$ cat src/rtl/core/hcbd_pkg.sv
`timescale 1ns / 1ps

package hcbd_pkg;

   typedef enum logic [1:0] {
      ST_BUSY = 2'd0,
      ST_OK   = 2'd1,
      ST_BAD  = 2'd2
   } status_type;

   localparam logic [7:0] CHAR_CR   = 8'h0D;
   localparam logic [7:0] CHAR_LF   = 8'h0A;
   localparam logic [7:0] CHAR_SEMI = 8'h3B;

   typedef struct packed {
      logic [7:0] data_byte;
      logic       first_byte;
      logic       last_byte;
   } item_type;

   typedef struct packed {
      logic [7:0]  payload_byte;
      logic        payload_valid;
      status_type  status;
      logic [31:0] decoded_count;
   } result_type;

endpackage

$ cat src/rtl/core/hcbd_stream_if.sv
`timescale 1ns / 1ps

interface hcbd_stream_if #(
   parameter type PAYLOAD_TYPE = logic
);
   logic        valid;
   logic        ready;
   PAYLOAD_TYPE payload;

   modport source (output valid, output payload, input ready);
   modport sink (input valid, input payload, output ready);
endinterface

$ cat src/rtl/core/http_chunked_body_decoder.sv
`timescale 1ns / 1ps
// an accepted item is first held in the input register, then its result is
//    registered in the parser result register, from which it can be taken
// throughput: one item per cycle while the result side takes results, set by the
//    parser state register that is updated once per item in a single pass
// reset (synchronous, active high) empties both stages and returns the parser
//    to the size line with zero count and status in progress
module http_chunked_body_decoder #(
   parameter int SIZE_BITS = 32
) (
   input  logic          clock,
   input  logic          reset,
   hcbd_stream_if.sink   req,
   hcbd_stream_if.source rsp
);
   import hcbd_pkg::*;

   logic       in_valid_ff, in_valid_in;
   item_type   item_ff;
   logic       out_valid_ff, out_valid_in;
   logic       advance;
   logic       accept;
   result_type result;

   assign advance   = in_valid_ff && (!out_valid_ff || rsp.ready);
   assign req.ready = !in_valid_ff || advance;
   assign accept    = req.valid && req.ready;

   always_comb begin
      in_valid_in  = accept ? 1'b1 : (advance ? 1'b0 : in_valid_ff);
      out_valid_in = advance ? 1'b1 : (rsp.ready ? 1'b0 : out_valid_ff);
   end

   always_ff @(posedge clock) begin
      if (reset) begin
         in_valid_ff  <= 1'b0;
         out_valid_ff <= 1'b0;
      end else begin
         in_valid_ff  <= in_valid_in;
         out_valid_ff <= out_valid_in;
      end
      if (accept) begin
         item_ff <= req.payload;
      end
   end

   hcbd_parser #(
      .SIZE_BITS(SIZE_BITS)
   ) u_parser (
      .clock  (clock),
      .reset  (reset),
      .step_en(advance),
      .item   (item_ff),
      .result (result)
   );

   assign rsp.valid   = out_valid_ff;
   assign rsp.payload = result;

endmodule

$ cat src/rtl/core/hcbd_parser.sv
`timescale 1ns / 1ps

module hcbd_parser #(
   parameter int SIZE_BITS = 32
) (
   input  logic                 clock,
   input  logic                 reset,
   input  logic                 step_en,
   input  hcbd_pkg::item_type   item,
   output hcbd_pkg::result_type result
);
   import hcbd_pkg::*;

   typedef enum logic [2:0] {
      PH_SIZE,
      PH_EXT,
      PH_SIZE_LF,
      PH_DATA,
      PH_DATA_CR,
      PH_DATA_LF,
      PH_DONE
   } phase_type;

   // bit 4 set when the byte is a hex digit
   function automatic logic [4:0] hex_val(input logic [7:0] b);
      logic [4:0] v;
      v = 5'd0;
      if (b >= 8'h30 && b <= 8'h39) begin
         v = {1'b1, b[3:0]};
      end else if ((b >= 8'h41 && b <= 8'h46) || (b >= 8'h61 && b <= 8'h66)) begin
         v = {1'b1, b[3:0] + 4'd9};
      end
      return v;
   endfunction

   phase_type              phase_ff, phase_in, ph;
   logic [SIZE_BITS-1:0]   rem_ff, rem_in, rem;
   logic                   seen_ff, seen_in, seen;
   logic [31:0]            total_ff, total_in, total;
   status_type             status_ff, status_in, st;
   result_type             result_ff, result_in;
   logic [4:0]             hv;
   logic                   pv;

   always_comb begin
      // a first byte starts from the reset state
      ph    = item.first_byte ? PH_SIZE : phase_ff;
      rem   = item.first_byte ? '0 : rem_ff;
      seen  = item.first_byte ? 1'b0 : seen_ff;
      total = item.first_byte ? 32'd0 : total_ff;
      st    = item.first_byte ? ST_BUSY : status_ff;

      phase_in  = ph;
      rem_in    = rem;
      seen_in   = seen;
      total_in  = total;
      status_in = st;
      pv        = 1'b0;
      hv        = hex_val(item.data_byte);

      if (st == ST_BUSY) begin
         unique case (ph)
            PH_SIZE: begin
               if (item.data_byte == CHAR_CR || item.data_byte == CHAR_SEMI) begin
                  if (!seen) begin
                     status_in = ST_BAD;
                     phase_in  = PH_DONE;
                  end else begin
                     phase_in = (item.data_byte == CHAR_CR) ? PH_SIZE_LF : PH_EXT;
                  end
               end else if (!hv[4] || rem[SIZE_BITS-1 -: 4] != 4'd0) begin
                  status_in = ST_BAD;
                  phase_in  = PH_DONE;
               end else begin
                  rem_in  = {rem[SIZE_BITS-5:0], hv[3:0]};
                  seen_in = 1'b1;
               end
            end
            PH_EXT: begin
               if (item.data_byte == CHAR_CR) begin
                  phase_in = PH_SIZE_LF;
               end
            end
            PH_SIZE_LF: begin
               if (item.data_byte != CHAR_LF) begin
                  status_in = ST_BAD;
                  phase_in  = PH_DONE;
               end else if (rem == '0) begin
                  status_in = ST_OK;
                  phase_in  = PH_DONE;
               end else begin
                  phase_in = PH_DATA;
               end
            end
            PH_DATA: begin
               pv       = 1'b1;
               total_in = total + 32'd1;
               rem_in   = rem - {{(SIZE_BITS-1){1'b0}}, 1'b1};
               if (rem == {{(SIZE_BITS-1){1'b0}}, 1'b1}) begin
                  phase_in = PH_DATA_CR;
               end
            end
            PH_DATA_CR: begin
               if (item.data_byte == CHAR_CR) begin
                  phase_in = PH_DATA_LF;
               end else begin
                  status_in = ST_BAD;
                  phase_in  = PH_DONE;
               end
            end
            PH_DATA_LF: begin
               if (item.data_byte == CHAR_LF) begin
                  phase_in = PH_SIZE;
                  rem_in   = '0;
                  seen_in  = 1'b0;
               end else begin
                  status_in = ST_BAD;
                  phase_in  = PH_DONE;
               end
            end
            default: begin
               status_in = ST_BAD;
               phase_in  = PH_DONE;
            end
         endcase
         // early end of the response
         if (item.last_byte && status_in == ST_BUSY) begin
            status_in = ST_BAD;
            phase_in  = PH_DONE;
         end
      end

      result_in.payload_byte  = pv ? item.data_byte : 8'h00;
      result_in.payload_valid = pv;
      result_in.status        = status_in;
      result_in.decoded_count = total_in;
   end

   always_ff @(posedge clock) begin
      if (reset) begin
         phase_ff  <= PH_SIZE;
         rem_ff    <= '0;
         seen_ff   <= 1'b0;
         total_ff  <= 32'd0;
         status_ff <= ST_BUSY;
      end else if (step_en) begin
         phase_ff  <= phase_in;
         rem_ff    <= rem_in;
         seen_ff   <= seen_in;
         total_ff  <= total_in;
         status_ff <= status_in;
      end
      if (step_en) begin
         result_ff <= result_in;
      end
   end

   assign result = result_ff;

endmodule

$ cat src/flat_wrapper.sv
// flat-port wrapper written by rule: the top's interface ports become plain ports
module http_chunked_body_decoder_flat import hcbd_pkg::*;
#(
   parameter int SIZE_BITS = 32
)
  (clock, reset, req_valid, req_payload, req_ready, rsp_valid, rsp_payload, rsp_ready);
  hcbd_stream_if #(.PAYLOAD_TYPE(item_type)) req_i ();
  hcbd_stream_if #(.PAYLOAD_TYPE(result_type)) rsp_i ();
  input  logic clock;
  input  logic reset;
  input wire logic [$bits(req_i.valid)-1:0] req_valid;
  input wire logic [$bits(req_i.payload)-1:0] req_payload;
  output wire logic [$bits(req_i.ready)-1:0] req_ready;
  output wire logic [$bits(rsp_i.valid)-1:0] rsp_valid;
  output wire logic [$bits(rsp_i.payload)-1:0] rsp_payload;
  input wire logic [$bits(rsp_i.ready)-1:0] rsp_ready;
  assign req_i.valid = req_valid;
  assign req_i.payload = req_payload;
  assign req_ready = req_i.ready;
  assign rsp_valid = rsp_i.valid;
  assign rsp_payload = rsp_i.payload;
  assign rsp_i.ready = rsp_ready;
  http_chunked_body_decoder #(.SIZE_BITS(SIZE_BITS)) u_core (.clock(clock), .reset(reset), .req(req_i), .rsp(rsp_i));
endmodule
$ cat config.mk
export PLATFORM = sky130hd
export DESIGN_NAME = http_chunked_body_decoder_flat
export DESIGN_NICKNAME = d
export VERILOG_FILES = /design/src/rtl/core/hcbd_pkg.sv /design/src/rtl/core/hcbd_stream_if.sv /design/src/rtl/core/http_chunked_body_decoder.sv /design/src/rtl/core/hcbd_parser.sv /design/src/flat_wrapper.sv
export SDC_FILE = /design/constraint.sdc
export NUM_CORES = 1
export LEC_CHECK = 0
export BUFFER_PORTS_ARGS = -buffer_cell sky130_fd_sc_hd__buf_4
export CELL_PAD_IN_SITES_DETAIL_PLACEMENT = 0
export CELL_PAD_IN_SITES_GLOBAL_PLACEMENT = 2
export CORE_ASPECT_RATIO = 0.75
export CORE_UTILIZATION = 40
export CTS_CLUSTER_DIAMETER = 200
export DETAILED_ROUTE_END_ITERATION = 16
export HOLD_SLACK_MARGIN = 0.12
export PLACE_DENSITY_LB_ADDON = 0.12
export SYNTH_ARGS = -nofsm -noshare
export SYNTH_HDL_FRONTEND = slang
export SYNTH_SLANG_ARGS = --single-unit
$ cat constraint.sdc
create_clock -name clock -period 4.8 [get_ports clock]
set_clock_uncertainty 0.2 [all_clocks]
set_input_delay 0.48 -clock clock [delete_from_list [all_inputs] [get_ports clock]]
set_output_delay 0.48 -clock clock [all_outputs]
set_load 0.01 [all_outputs]
* Word-level counts from Yosys, hierarchy flattened
Cells that the tools add are included.
Storage, ports and cells: bits in read-only memories 0, logic and storage cells 104, bits in latches 0, memory bits (writable) 0, bits in registers 125, memories kept 0
Operators by class: order comparisons 6, add/sub/neg operators 3, reduce and logical (&&, ||, !) cells 22, multiplexer cells 49, shift operators 0, equality and inequality tests 10, divide/modulo/power cells 0, bitwise logic cells 0, multipliers 0
Operators by type and width (number):
- two-way mux 32 bit | 8
- one-hot mux 32 bit (3 select lines) | 1
- two-way mux 3 bit | 11
- adder 32 x 1 -> 32 bit, second input constant | 1
- equality test 32 x 1 -> 1 bit, second input constant | 1
- zero test 32 bit | 1
- subtractor 32 x 1 -> 32 bit, second input constant | 1
- two-way mux 2 bit | 13
- one-hot mux 3 bit (6 select lines) | 1
- equality test 8 x 4 -> 1 bit, second input constant | 2
- >= comparator 8 x 7 -> 1 bit, second input constant | 2
- less-or-equal comparator 8 x 7 -> 1 bit, second input constant | 2
- two-way mux 1 bit | 11
- two-way mux 5 bit | 2
- one-hot mux 2 bit (5 select lines) | 1
- equality test 8 x 6 -> 1 bit, second input constant | 1
- >= comparator 8 x 6 -> 1 bit, second input constant | 1
- less-or-equal comparator 8 x 6 -> 1 bit, second input constant | 1
- inequality test 8 x 4 -> 1 bit, second input constant | 1
- equality test 3 x 2 -> 1 bit, second input constant | 2
- equality test 3 bit, second input constant | 2
- logical AND 1 bit | 6
- logical OR 1 bit | 5
- adder 4 bit, second input constant | 1
- 8 further kinds | 12

* Logic depth before layout (Yosys ltp)
Gate-level depths: netlist of the first run.
depth in word-level cells 15, mapped depth 12, mapped depth without buffers 8

* Hierarchy
A second synthesis of the first run with hierarchy kept.
Second synthesis, totals: cells, all modules 851, area total of the unflattened synthesis 7516.0 µm²
By module, submodules not included:
- hcbd_parser | seq. area each 2692.6 µm², area each 7111.8 µm², cells an instance 831, instances 1
- http_chunked_body_decoder | seq. area each 340.3 µm², area each 404.1 µm², cells an instance 20, instances 1

* Worst setup path before layout of the first run
Ideal clock, no wire load.
path kind reg2reg, start reg u_core.item_ff[1] in the netlist's numbering, end reg u_core.u_parser.rem_ff[16], data required time 4.470 ns, arrival 2.865 ns, clock period less this slack 3.195 ns, cell stages (with the launch flop) 13, path buffers 4, library setup time 0.130 ns, setup slack 1.605 ns, path through edfxtp_1 > buf_2 > inv_1 > clkbuf_1 > buf_1 > clkbuf_1 > nand2_1 > ha_1 > o21ai_1 > nor4_1 > a311oi_1 > nor3b_1 > a211oi_1
On the way: cells in the longest elaborated chain, start to end 7
Ends and longest elaborated chain:
- from (decl) | line http_chunked_body_decoder.sv:19 | item_type item_ff;
- from (signal assigned) | line http_chunked_body_decoder.sv:43 | item_ff <= req.payload;
- parallel branches: the longest is 6 deep, another holds subtractor 32 x 1 -> 32 bit
- two-way mux 32 bit * | line hcbd_parser.sv:61 | if (st == ST_BUSY) begin
- to (signal assigned) | line hcbd_parser.sv:148 | rem_ff <= rem_in;
- to (decl) | line hcbd_parser.sv:37 | logic [SIZE_BITS-1:0] rem_ff, rem_in, rem;
Every way passes the cells marked *. A chain may end at the register's enable or synchronous reset.

* Worst setup path in the final report of the first run
start reg u_core.u_parser.phase_ff[1], end reg u_core.u_parser.total_ff[25]
On the way: cells in the longest elaborated chain, start to end 4
Ends and longest elaborated chain:
- from (decl) | line hcbd_parser.sv:36 | phase_type phase_ff, phase_in, ph;
- from (signal assigned) | line hcbd_parser.sv:147 | phase_ff <= phase_in;
- two-way mux 3 bit | line hcbd_parser.sv:47 | ph = item.first_byte ? PH_SIZE : phase_ff;
- equality test 3 x 2 -> 1 bit | line hcbd_parser.sv:62 | unique case (ph)
- two-way mux 32 bit | line hcbd_parser.sv:62
- two-way mux 32 bit | line hcbd_parser.sv:61
- to (signal assigned) | line hcbd_parser.sv:150 | total_ff <= total_in;
- to (decl) | line hcbd_parser.sv:39 | logic [31:0] total_ff, total_in, total;
Every way passes these cells.

==> impl_results.md, run 1 <==
- Syn Std Cell Area: 0.00761 mm^2
- H-tree Lvls: 4
- Area leader, netlist: edfxtp_1
- Worst path cell trace: nand4bb_1 -> or3_1 -> nor4_4 -> nand3_1 -> a2111oi_0 -> o21bai_1
- Synth Instances: 883
- Fillers: between 1500 and 2000
- Leakage: 0.00313 uW
- CTS tree: yes
- # port buffers: 58
- Max_slew headroom: between 30% and 40%
- Synth top cells by count: nand2_1, nor2_1, dfxtp_1
- Arrival @ worst endpoint: 3.64 ns
- DR vias: 7244
- P&R area growth vs syn: 17.0%
- WL met3: roughly 1500 um
- Required time worst endpoint: approximately 5 ns
- DIE HEIGHT: 121 um
- Post-CTS Resized: 0
- IO Count: 59
- R2r setup slk: approximately 1.3 ns
- Post-synth EDFFs: 53
- Worst-path fanout max: 20
- Routed WL: 24500 um
- Initial antenna violation count: 0
- Max Used Layer: met4
- Mean Syn Cell Area: 8.62 um^2
- Area share of the largest cell type after synthesis: 20.9%
- Max frequency: 287 MHz
- Post-placement cell count: 1143
- CTS max path bufs: 2
- Pre-CTS setup slack: 1.38 ns
- Top-count cell post-synth: nand2_1
- Share of cells above drive strength 1: 15.0%
- Max_cap viols: 0
- Total CTS buffers: 17
- Final worst-path cycle share: 72.6%
- Worst Hold Class: in -> reg
- Register bit count reported by yosys: 125
- Routed met2 length: approximately 10000 um
- FP Rows: 43
- Net Count, Synth: 905
- Routed Antenna Nets: 0
- Final worst setup slack: roughly 1.3 ns
- Post-CTS setup buffer count: 0
- Maximum vdd ir drop: 0.134 mV
- Max incr delay on CP: between 0.8 and 0.9 ns
- Yosys warning count: 0
- Metal-1 WL: 12200 um
- Starting Density: 41.0%
- CTS Hold Bufs: 11
- Fin crit period: 3.48 ns
- First-pass GRT wire length: between 30000 and 40000 um
- Sink Count: roughly 130
- Dpl hpwl: 16200 um
- Final nets: 948
- Top FF cell, synth: dfxtp_1
- Post-synth ARST share: 0%
- Die area: between 0.015 and 0.02 mm^2
- Tot Pwr: 2760 uW
- Startpoint Class: register
- Core area: 0.0186 mm^2
- Remaining Overflow, GRT: 0
- Top cells by area, synth: edfxtp_1, dfxtp_1, nand2_1
- DRC: 0
- GPL Wtd Cong: between 0.8 and 0.9
- Final setup fails: 0
- Clock latency on the worst-skew pair: between 0.4 and 0.5 ns
- Worst-path clk slew: 0.07 ns
- Pins Over Slew Limit: 0
- GRT Overall Usage: around 26%
- Largest net degree at the start of global routing: 61
- Initial DRC count: 670
- Number of global-route vias before repair: 6833
- Count of different cell masters after synthesis: 87
- Crit end category: register
- PwrDens: 311 mW/mm^2
- Ant diodes: 0
- Sequential cell area fraction in the yosys report: 39.9%
- Finished Layout Cells: 1185
- DIE WIDTH: 161 um
- Tightest Pin Transition: 0.997 ns
- Outcome: complete, no violations
- Critical path class: reg -> reg
- Slowest stage cell on the critical path: nor4_4
- Final hold vios: 0
- Setup TNS Final: 0 ns
- Post-DR vias/cell: 6.11
- Clock tree root driver cell: clkbuf_16
- Detailed-route wire length per cell: 20.7 um
- Drt first pass iters: 5
- RSZ-0062 raised after global routing: false
## cells by family after synthesis
| kind of cell | Yosys count | synth area share [%] |
|---|---|---|
| simple gates | 363 | 26.2 |
| compound gates | 275 | 24.3 |
| flops | 125 | 39.9 |
| buf+inv | 77 | 4.21 |
| xor+xnor | 31 | 3.57 |
| fa+ha+maj | 8 | 1.32 |
| mux | 4 | 0.526 |
## area by class of cell
type / instances / area (um^2) / share of cell area, %
timing repair buffer: 86 / 673 / 7.56
tap: 247 / 309 / 3.47
inverter: 15 / 56.3 / 0.633
sequential: 125 / 3030 / 34.1
clock inverter: 14 / 146 / 1.64
clock buffer: 17 / 425 / 4.78
multi-input combinational: 681 / 4260 / 47.8
## worst paths after layout
check                           cells past startpoint                          from                           end
worst min-delay path                                4                     rsp_ready              u_core.rsp.valid
worst max register to register                      6   u_core.u_parser.phase_ff[1]  u_core.u_parser.total_ff[25]
worst max-delay path                                6   u_core.u_parser.phase_ff[1]  u_core.u_parser.total_ff[25]
worst min register to register                      1  u_core.u_parser.total_ff[29]  u_core.u_parser.total_ff[29]
## layer usage
| metal | track usage, % | up-vias |
|---|---|---|
| li1 | - | 3423 |
| met2 | 37.2 | 263 |
| met1 | 38.4 | 3520 |
| met3 | 4.96 | 38 |
| met5 | 0 | - |
| met4 | 8.43 | 0 |
## through the flow
step           util (%)  cell area [um^2]  hold slack (ns)
3_5_place_dp       44.3              8220            0.268
3_3_place_gp       44.3              8220            0.258
5_1_grt            48.0              8900            0.197
6_report           48.0              8900            0.174
4_1_cts            48.0              8900            0.166
2_1_floorplan         -              7610            0.241
## worst max-delay path, delay by kind of cell (launching register included)
kind,cells,cell delay [ns]
AND/OR/NAND/NOR,4,1.88
flip-flops,1,0.78
AO/OA/AOI/OAI,2,0.55
## sequential cells by signal (all words and copies together), names as in the netlist
signal,flops
u_core.u_parser.total_ff,32
u_core.u_parser.result,43
u_core.u_parser.seen_ff,1
u_core.rsp.valid,1
u_core.u_parser.rem_ff,32
u_core.u_parser.phase_ff,3
u_core.item_ff,10
u_core.in_valid_ff,1
u_core.u_parser.status_ff,2
## power breakdown
part	internal, uW	switching (uW)
logic	108	201
registers	1140	35.5
clock network	761	521
total	2010	757
## cells in the final DEF, fill, tap and decap left out, types with 5 or more instances in the layout
master	count
nor4_1	13
a311oi_1	7
a22oi_1	10
o211ai_1	9
nand4_1	8
inv_1	14
o31ai_1	5
nor2_1	87
nor3_1	24
a21o_1	5
clkbuf_16	17
xor2_1	14
nand2_1	91
o21ai_1	5
a21oi_1	66
a211oi_1	10
dlygate4sd3_1	11
or3_1	19
xnor2_1	17
or4_1	7
buf_4	75
ha_1	8
nand3_1	20
nor3b_1	9
a31oi_1	25
nand2b_1	5
a41oi_1	9
dfxtp_1	72
and3_1	16
nor2b_1	17
o22ai_1	8
edfxtp_1	53
and2_1	6
o21ai_0	62
Note: power is estimated with default switching activity, not from simulation.
==> inputs of run 2 (changes only) <==
--- a/config.mk
+++ b/config.mk
@@ -5,11 +5,12 @@
 export SDC_FILE = /design/constraint.sdc
 export NUM_CORES = 1
 export LEC_CHECK = 0
+export ABC_AREA = 1
 export BUFFER_PORTS_ARGS = -buffer_cell sky130_fd_sc_hd__buf_4
 export CELL_PAD_IN_SITES_DETAIL_PLACEMENT = 0
 export CELL_PAD_IN_SITES_GLOBAL_PLACEMENT = 2
 export CORE_ASPECT_RATIO = 0.75
-export CORE_UTILIZATION = 40
+export CORE_UTILIZATION = 31
 export CTS_CLUSTER_DIAMETER = 200
 export DETAILED_ROUTE_END_ITERATION = 16
 export HOLD_SLACK_MARGIN = 0.12
==> constraint.sdc (replaced) <==
create_clock -name clock -period 3.07 [get_ports clock]
set_clock_uncertainty 0.2 [all_clocks]
set_input_delay 0.307 -clock clock [delete_from_list [all_inputs] [get_ports clock]]
set_output_delay 0.307 -clock clock [all_outputs]
set_load 0.01 [all_outputs]
==> run 2 against run 1 <==
Sequential power is 62% higher. Sequential share of layout area is 1.9 points lower. Cell area is 6.0% higher. Clock power is 55% higher. Global-route usage is 5.7 points lower. Fmax is 25% higher. Routed wire length is 1.6% higher.
==> impl_results.md, run 2 <==
- Setup TNS Final: 0 ns (unchanged)
- Arrival @ worst endpoint: 2.77 ns (-0.87 ns)
- Clk network pwr share: 41.8% (-4.6 points)
- Worst Hold Class: reg -> reg
- Clock tree root driver cell: clkbuf_16
- CTS max path bufs: 2 (unchanged)
- Hold wc startpoint: u_core.u_parser.seen_ff
- Clock latency on the worst-skew pair: 0.44 ns (about the same)
- Switching power: 1430 uW (+88%)
- Routed WL: 24900 um (+1.6%)
- Max reg flops: 43 (unchanged)
- Worst-path clk slew: 0.06 ns (about the same)
- Initial antenna violation count: 0 (unchanged)
- Area share of the largest cell type after synthesis: 20.6% (-0.35 points)
- CTS tree: yes
- DR vias: 7270 (+0.36%)
- Tightest Pin Transition: 0.557 ns (-0.439 ns)
- Dpl cell area: 0.00874 mm^2 (+6.3%)
- Post-route cell area: 0.00943 mm^2 (+6.0%)
- IO Count: 59 (unchanged)
- Leakage: 0.00440 uW (+41%)
- Post-synth EDFFs: 53 (unchanged)
- Fin crit period: 2.79 ns (-0.697 ns)
- Post-CTS setup buffer count: 0 (unchanged)
- Outcome: complete, no violations
- Net Count, Synth: 1110 (+23%)
- Routed Antenna Nets: 0 (unchanged)
- Synth Area in XOR/XNOR: 3.62% (+0.054 points)
- Number of global-route vias before repair: 6841 (+0.12%)
- Post-DR vias/cell: 4.76 (-22%)
- Top cells by area, synth: edfxtp_1, dfxtp_1, nand2_1
- # port buffers: 58 (unchanged)
- Die area: 0.0256 mm^2 (+31%)
- Final setup fails: 0 (unchanged)
- FP Rows: 49 (+14%)
- Internal power: 3330 uW (+66%)
- Total CTS buffers: 17 (unchanged)
- Final nets: 1204 (+27%)
- Detailed-route wire length per cell: 16.3 um (-21%)
- Post-synth ARST share: 0% (unchanged)
- GRT Overall Usage: 20.2% (-5.7 points)
- Largest net degree at the start of global routing: 75 (+23%)
- Adder-cell share of the synthesized area: 1.29% (-0.022 points)
- Reg2reg start: u_core.item_ff[1]
- H-tree Lvls: 4 (unchanged)
- Yosys warning count: 0 (unchanged)
- Most frequent cells in the layout: nand2_1, inv_1, nor2_1
- Synth Instances: 1088 (+23%)
- RSZ-0062 raised after global routing: false
- Area leader, netlist: edfxtp_1
- Final hold vios: 0 (unchanged)
- Max frequency: 359 MHz (+25%)
- Pre-CTS setup slack: 0.245 ns (-1.14 ns)
- Largest family of logic cells by synthesized area: simple AND/OR/NAND/NOR gates
- Critical path origin: u_core.item_ff[1]
- Starting Density: 31.9% (-9.0 points)
- Mean Syn Cell Area: 7.11 um^2 (-17%)
- Max_cap viols: 0 (unchanged)
- Synth top cells by count: nand2_1, inv_1, nor2_1
- Startpoint Class: register
- Max_slew headroom: 62.8% (+29 points)
- Switch share: 30.0% (+2.6 points)
- Final worst-path cycle share: 90.8% (+18 points)
- Post-synthesis mux area share: 0% (-0.53 points)
- Compound-Gate Fraction of Synth Area: 15.4% (-8.8 points)
- Seq pwr share: 39.8% (-2.7 points)
- P&R area growth vs syn: 21.9%
- Maximum vdd ir drop: 0.390 mV (+190%)
- Required time worst endpoint: 3.05 ns (-1.91 ns)
- DRC: 0 (unchanged)
- Ant diodes: 0 (unchanged)
- Register bit count reported by yosys: 125 (unchanged)
- Count of different cell masters after synthesis: 48 (-45%)
- Syn Std Cell Area: 0.00774 mm^2 (+1.7%)
- Top-count cell post-synth: nand2_1
- Drt first pass iters: 5 (unchanged)
- DIE HEIGHT: 139 um (+14%)
- Worst-path fanout max: 13 (-35%)
- Crit end category: register
- Critical path class: reg -> reg
- DIE WIDTH: 184 um (+14%)
- Dpl hpwl: 17700 um (+9.5%)
- Simple-gate portion of the synthesized area: 29.5% (+3.3 points)
- Pins Over Slew Limit: 0 (unchanged)
- Core area: 0.0242 mm^2 (+30%)
- Sequential cell area fraction in the yosys report: 39.2% (-0.66 points)
- Combinational Power Share: 18.4% (+7.2 points)
- Top FF cell, synth: dfxtp_1
- First-pass GRT wire length: 39600 um (+1.5%)
- PwrDens: 504 mW/mm^2 (+62%)
- GPL Wtd Cong: 0.825 (-6.4%)
- Remaining Overflow, GRT: 0 (unchanged)
- Initial DRC count: 451 (-33%)
- Final worst setup slack: 0.283 ns (-1.03 ns)
- Share of cells above drive strength 1: 17.7% (+2.6 points)
- Sink Count: 125 (unchanged)
- Most common cell after layout, fill and taps aside: nand2_1
==> run 2: cell count changes after synthesis, sizes merged, moves of 24 or more <==
cell and change:
nor2 +60, o21ai +25, a21oi +24, inv +152, nand2 +150, nand3 +32
==> run 2: power by group through the flow <==
stage	Combinational [uW]	Sequential, uW	Clock, uW
2_1_floorplan	553	1930	0
3_3_place_gp	866	1930	0
3_5_place_dp	860	1920	0
4_1_cts	877	1890	2060
5_1_grt	980	1900	2120
6_report	876	1890	1990
==> run 2: critical path: stages (launching register included) <==
cell and delay (ns):
edfxtp_1 0.40, inv_2 0.24, nand2_1 0.17, inv_1 0.09, ha_1 0.18, nand4_2 0.13, nor2_2 0.12, nand2_1 0.09
nor2_4 0.15, nand3b_4 0.12, nor2_4 0.15, nand3_2 0.09, nor2_1 0.12, xor2_1 0.21, inv_1 0.06
==> run 2: metrics by stage <==
| step | total power, uW | hold WS [ns] | util (%) | std cells |
|---|---|---|---|---|
| after global routing | 5000 | 0.299 | 39.0 | 1526 |
| after global placement | 2790 | 0.256 | 36.1 | 1482 |
| final | 4750 | 0.264 | 39.0 | 1526 |
| after detailed placement | 2780 | 0.257 | 36.1 | 1482 |
| after CTS | 4830 | 0.259 | 38.9 | 1526 |
| after floorplan | 2480 | 0.206 | - | 1088 |
==> run 2: cells by family after synthesis <==
| group | after synthesis |
|---|---|
| DFF | 125 |
| buffers and inverters | 208 |
| adders and majority gates | 8 |
| and+or+nand+nor | 496 |
| xor gates and xnor gates | 32 |
| AOI/OAI and AO/OA | 219 |
==> run 2: timing repair <==
action | CTS | global route
hold buffers | 12 | 0
endpoints found under the setup margin | 0 | 4
resized for setup | 0 | 2
hold endpoints to repair | 12 | 0
==> run 2: worst paths after layout <==
kind / to / cells after the start / slack [ns]
setup / recovery: u_core.u_parser.result[26] / 14 / 0.28
hold / removal: u_core.u_parser.seen_ff / 2 / 0.26
setup reg to reg: u_core.u_parser.result[26] / 14 / 0.28
hold reg to reg: u_core.u_parser.seen_ff / 2 / 0.26
==> run 2: routing by layer <==
metal | global-route usage (%) | routed length [um] | vias up
met5 | 0 | 0 | -
met2 | 26.8 | 9670 | 136
li1 | - | - | 3753
met4 | 4.47 | 200 | 0
met3 | 4.07 | 1050 | 15
met1 | 32.4 | 14000 | 3366
==> run 2: area by class of cell <==
type,instances,area [um^2]
Timing Repair Buffer,115,918
Tap cell,331,414
Fill cell,2619,14800
Inverter,168,633
Sequential cell,125,3030
Multi-Input combinational cell,755,3870
Clock buffer,20,447
Clock inverter,12,121
==> inputs of run 3 (changes only) <==
--- a/config.mk
+++ b/config.mk
@@ -7,14 +7,15 @@
 export LEC_CHECK = 0
 export ABC_AREA = 1
 export BUFFER_PORTS_ARGS = -buffer_cell sky130_fd_sc_hd__buf_4
-export CELL_PAD_IN_SITES_DETAIL_PLACEMENT = 0
-export CELL_PAD_IN_SITES_GLOBAL_PLACEMENT = 2
+export CELL_PAD_IN_SITES_DETAIL_PLACEMENT = 1
+export CELL_PAD_IN_SITES_GLOBAL_PLACEMENT = 1
 export CORE_ASPECT_RATIO = 0.75
-export CORE_UTILIZATION = 31
+export CORE_UTILIZATION = 40
 export CTS_CLUSTER_DIAMETER = 200
 export DETAILED_ROUTE_END_ITERATION = 16
 export HOLD_SLACK_MARGIN = 0.12
 export PLACE_DENSITY_LB_ADDON = 0.12
+export REMOVE_ABC_BUFFERS = 1
 export SYNTH_ARGS = -nofsm -noshare
 export SYNTH_HDL_FRONTEND = slang
 export SYNTH_SLANG_ARGS = --single-unit
==> run 3 against run 2 <==
Global-route usage rose by 6.6 points. Combinational power about the same. Worst hold slack improved by 0.0073 ns. Clock power grew 8%. Fmax decreased by 2.4%. Flip-flop and latch count is the same. Power rose by 3.4%. Die area is 22% lower. Core utilization increased by 11 points.
==> impl_results.md, run 3 (synthesis gave the netlist of run 2 again) <==
- Worst Hold Class: reg -> reg
- DRC: 0 (unchanged)
- Final setup fails: 0 (unchanged)
- Maximum vdd ir drop: 0.350 mV (-10%)
- Dpl hpwl: 17900 um (+1.3%)
- Met3 Use GR: 3.92% (-0.15 points)
- DIE HEIGHT: 122 um (-12%)
- Starting Density: 41.3% (+9.4 points)
- Max_slew headroom: 41.1% (-22 points)
- P&R area growth vs syn: 20.4%
- Final worst-path cycle share: 93.0% (+2.3 points)
- Clock tree root driver cell: clkbuf_16
- Sink Count: 125 (unchanged)
- Critical path origin: u_core.item_ff[1]
- RSZ-0062 raised after global routing: false
- Critical path class: reg -> reg
- Share of cells above drive strength 1: 16.7% (-0.93 points)
- R2r worst-path depth: 14 (unchanged)
- Met2 usage: 42.7% (+16 points)
- Last element of the critical path: u_core.u_parser.result[26]
- FP Rows: 43 (-12%)
- R2r setup slk: 0.21 ns (-0.07 ns)
- Multi-input logic area: 0.00386 mm^2 (about the same)
- Initial DRC count: 546 (+21%)
- FF-to-FF End: u_core.u_parser.result[26]
- Final nets: 1194 (-0.83%)
- Pins Over Slew Limit: 0 (unchanged)
- DIE WIDTH: 163 um (-12%)
- Detailed-route wire length per cell: 17.7 um (+8.3%)
- First-pass GRT wire length: 41400 um (+4.6%)
- # port buffers: 58 (unchanged)
- CTS tree: yes
- Post-CTS setup buffer count: 0 (unchanged)
- Leakage: 0.00438 uW (-0.47%)
- Met1 usage: 38.0% (+5.6 points)
- Max frequency: 350 MHz (-2.4%)
- Grt peak-use layer: met2
- DR vias: 7673 (+5.5%)
- GRT Overall Usage: 26.8% (+6.6 points)
- Most common cell after layout, fill and taps aside: nand2_1
- Fillers: 2435 (-7.0%)
- Worst-path fanout max: 16 (+3)
- Tot Pwr: 4920 uW (+3.4%)
- Number of global-route vias before repair: 7808 (+14%)
- GPL Wtd Cong: 0.884 (+7.1%)
- Drt first pass iters: 5 (unchanged)
- Setup TNS Final: 0 ns (unchanged)
- Worst-path clk slew: 0.06 ns (about the same)
- Core area: 0.0187 mm^2 (-23%)
- Startpoint Class: register
- PwrDens: 528 mW/mm^2 (+4.7%)
- Max_cap viols: 0 (unchanged)
- Register area: 0.00303 mm^2 (unchanged)
- Arrival @ worst endpoint: 2.84 ns (+0.07 ns)
- H-tree Lvls: 4 (unchanged)
- Final hold vios: 0 (unchanged)
- Largest net degree at the start of global routing: 75 (unchanged)
- Post-DR vias/cell: 5.36 (+13%)
- Outcome: complete, no violations
- CTS max path bufs: 2 (unchanged)
- Initial antenna violation count: 0 (unchanged)
- Fin crit period: 2.86 ns (+0.0692 ns)
- Max reg flops: 43 (unchanged)
- Die area: 0.0199 mm^2 (-22%)
- Routed Antenna Nets: 0 (unchanged)
- Clock latency on the worst-skew pair: 0.43 ns (about the same)
- Tightest Pin Transition: 0.884 ns (+0.327 ns)
- Ant diodes: 0 (unchanged)
- Required time worst endpoint: 3.05 ns (about the same)
- Routed WL: 25300 um (+1.6%)
- Most frequent cells in the layout: nand2_1, inv_1, nor2_1
- Total CTS buffers: 17 (unchanged)
- IO Count: 59 (unchanged)
- Remaining Overflow, GRT: 0 (unchanged)
- Reg2reg start: u_core.item_ff[1]
- Crit end category: register
run 3: changes by cell type in the layout (fill, tap and decap cells not counted), sizes merged:
| cell | before | now |
|---|---|---|
| clkbuf | 20 | 18 |
| bufinv | 2 | 3 |
| dlygate4sd3 | 12 | 15 |
| clkinv | 8 | 5 |
| clkinvlp | 3 | 0 |
| inv | 167 | 173 |
| buf | 103 | 90 |
run 3: report_power, final:
group	internal, uW	switching [uW]	leakage (uW)
logic	281	593	0.00298
registers	1840	58.3	0.00110
clock network	1320	834	0.000304
total	3430	1480	0.00438
run 3: worst min path at each step:
stage	cells after the start	end	startpoint
after floorplan	1	u_core.u_parser.phase_ff[1]	reset
final	2	u_core.u_parser.seen_ff	u_core.u_parser.seen_ff
after global placement	2	u_core.u_parser.seen_ff	u_core.u_parser.seen_ff
after CTS	2	u_core.u_parser.seen_ff	u_core.u_parser.seen_ff
after global routing	2	u_core.u_parser.seen_ff	u_core.u_parser.seen_ff
after detailed placement	2	u_core.u_parser.seen_ff	u_core.u_parser.seen_ff
run 3: worst max-delay path: stages, from the launching register on:
cell and delay (ns):
edfxtp_1 0.45, inv_4 0.24, nand2_1 0.15, inv_1 0.08, ha_1 0.18, nand4_2 0.13, nor2_2 0.13, nand2_1 0.11
nor2_4 0.16, nand3b_4 0.14, nor2_4 0.16, nand3_2 0.10, nor2_1 0.14, xor2_1 0.19, inv_1 0.06
run 3: area by class of cell:
| class | instances | area share [%] |
|---|---|---|
| repair buffers | 105 | 9.17 |
| well taps | 247 | 3.32 |
| clock inverters | 13 | 1.93 |
| inverters | 168 | 6.82 |
| flip-flops and latches | 125 | 32.6 |
| clock buffers | 18 | 4.71 |
| multi-input cells | 755 | 41.5 |
run 3: what timing repair did:
| item | in CTS | in global routing |
|---|---|---|
| setup endpoints to repair | 0 | 7 |
| gates resized for setup | 0 | 4 |
| hold endpoints to repair | 17 | 0 |
| hold buffers | 15 | 0 |
run 3: per-stage QoR:
stage          hold slack, ns  setup slack [ns]  cells  util, %  cell area, um^2
2_1_floorplan           0.169             -1.26   1048        -             7520
3_3_place_gp            0.258             0.230   1385     45.6             8530
3_5_place_dp            0.268             0.118   1385     45.6             8530
4_1_cts                 0.277            0.0967   1431     49.7             9300
5_1_grt                 0.298           0.00715   1431     49.8             9320
6_report                0.271             0.214   1431     49.8             9320
run 3: layer usage:
layer  part of all wire (%)  wire (um)
met5                      0          0
met4                    1.2        293
met3                    4.0       1000
met2                     44      11200
met1                     51      12800
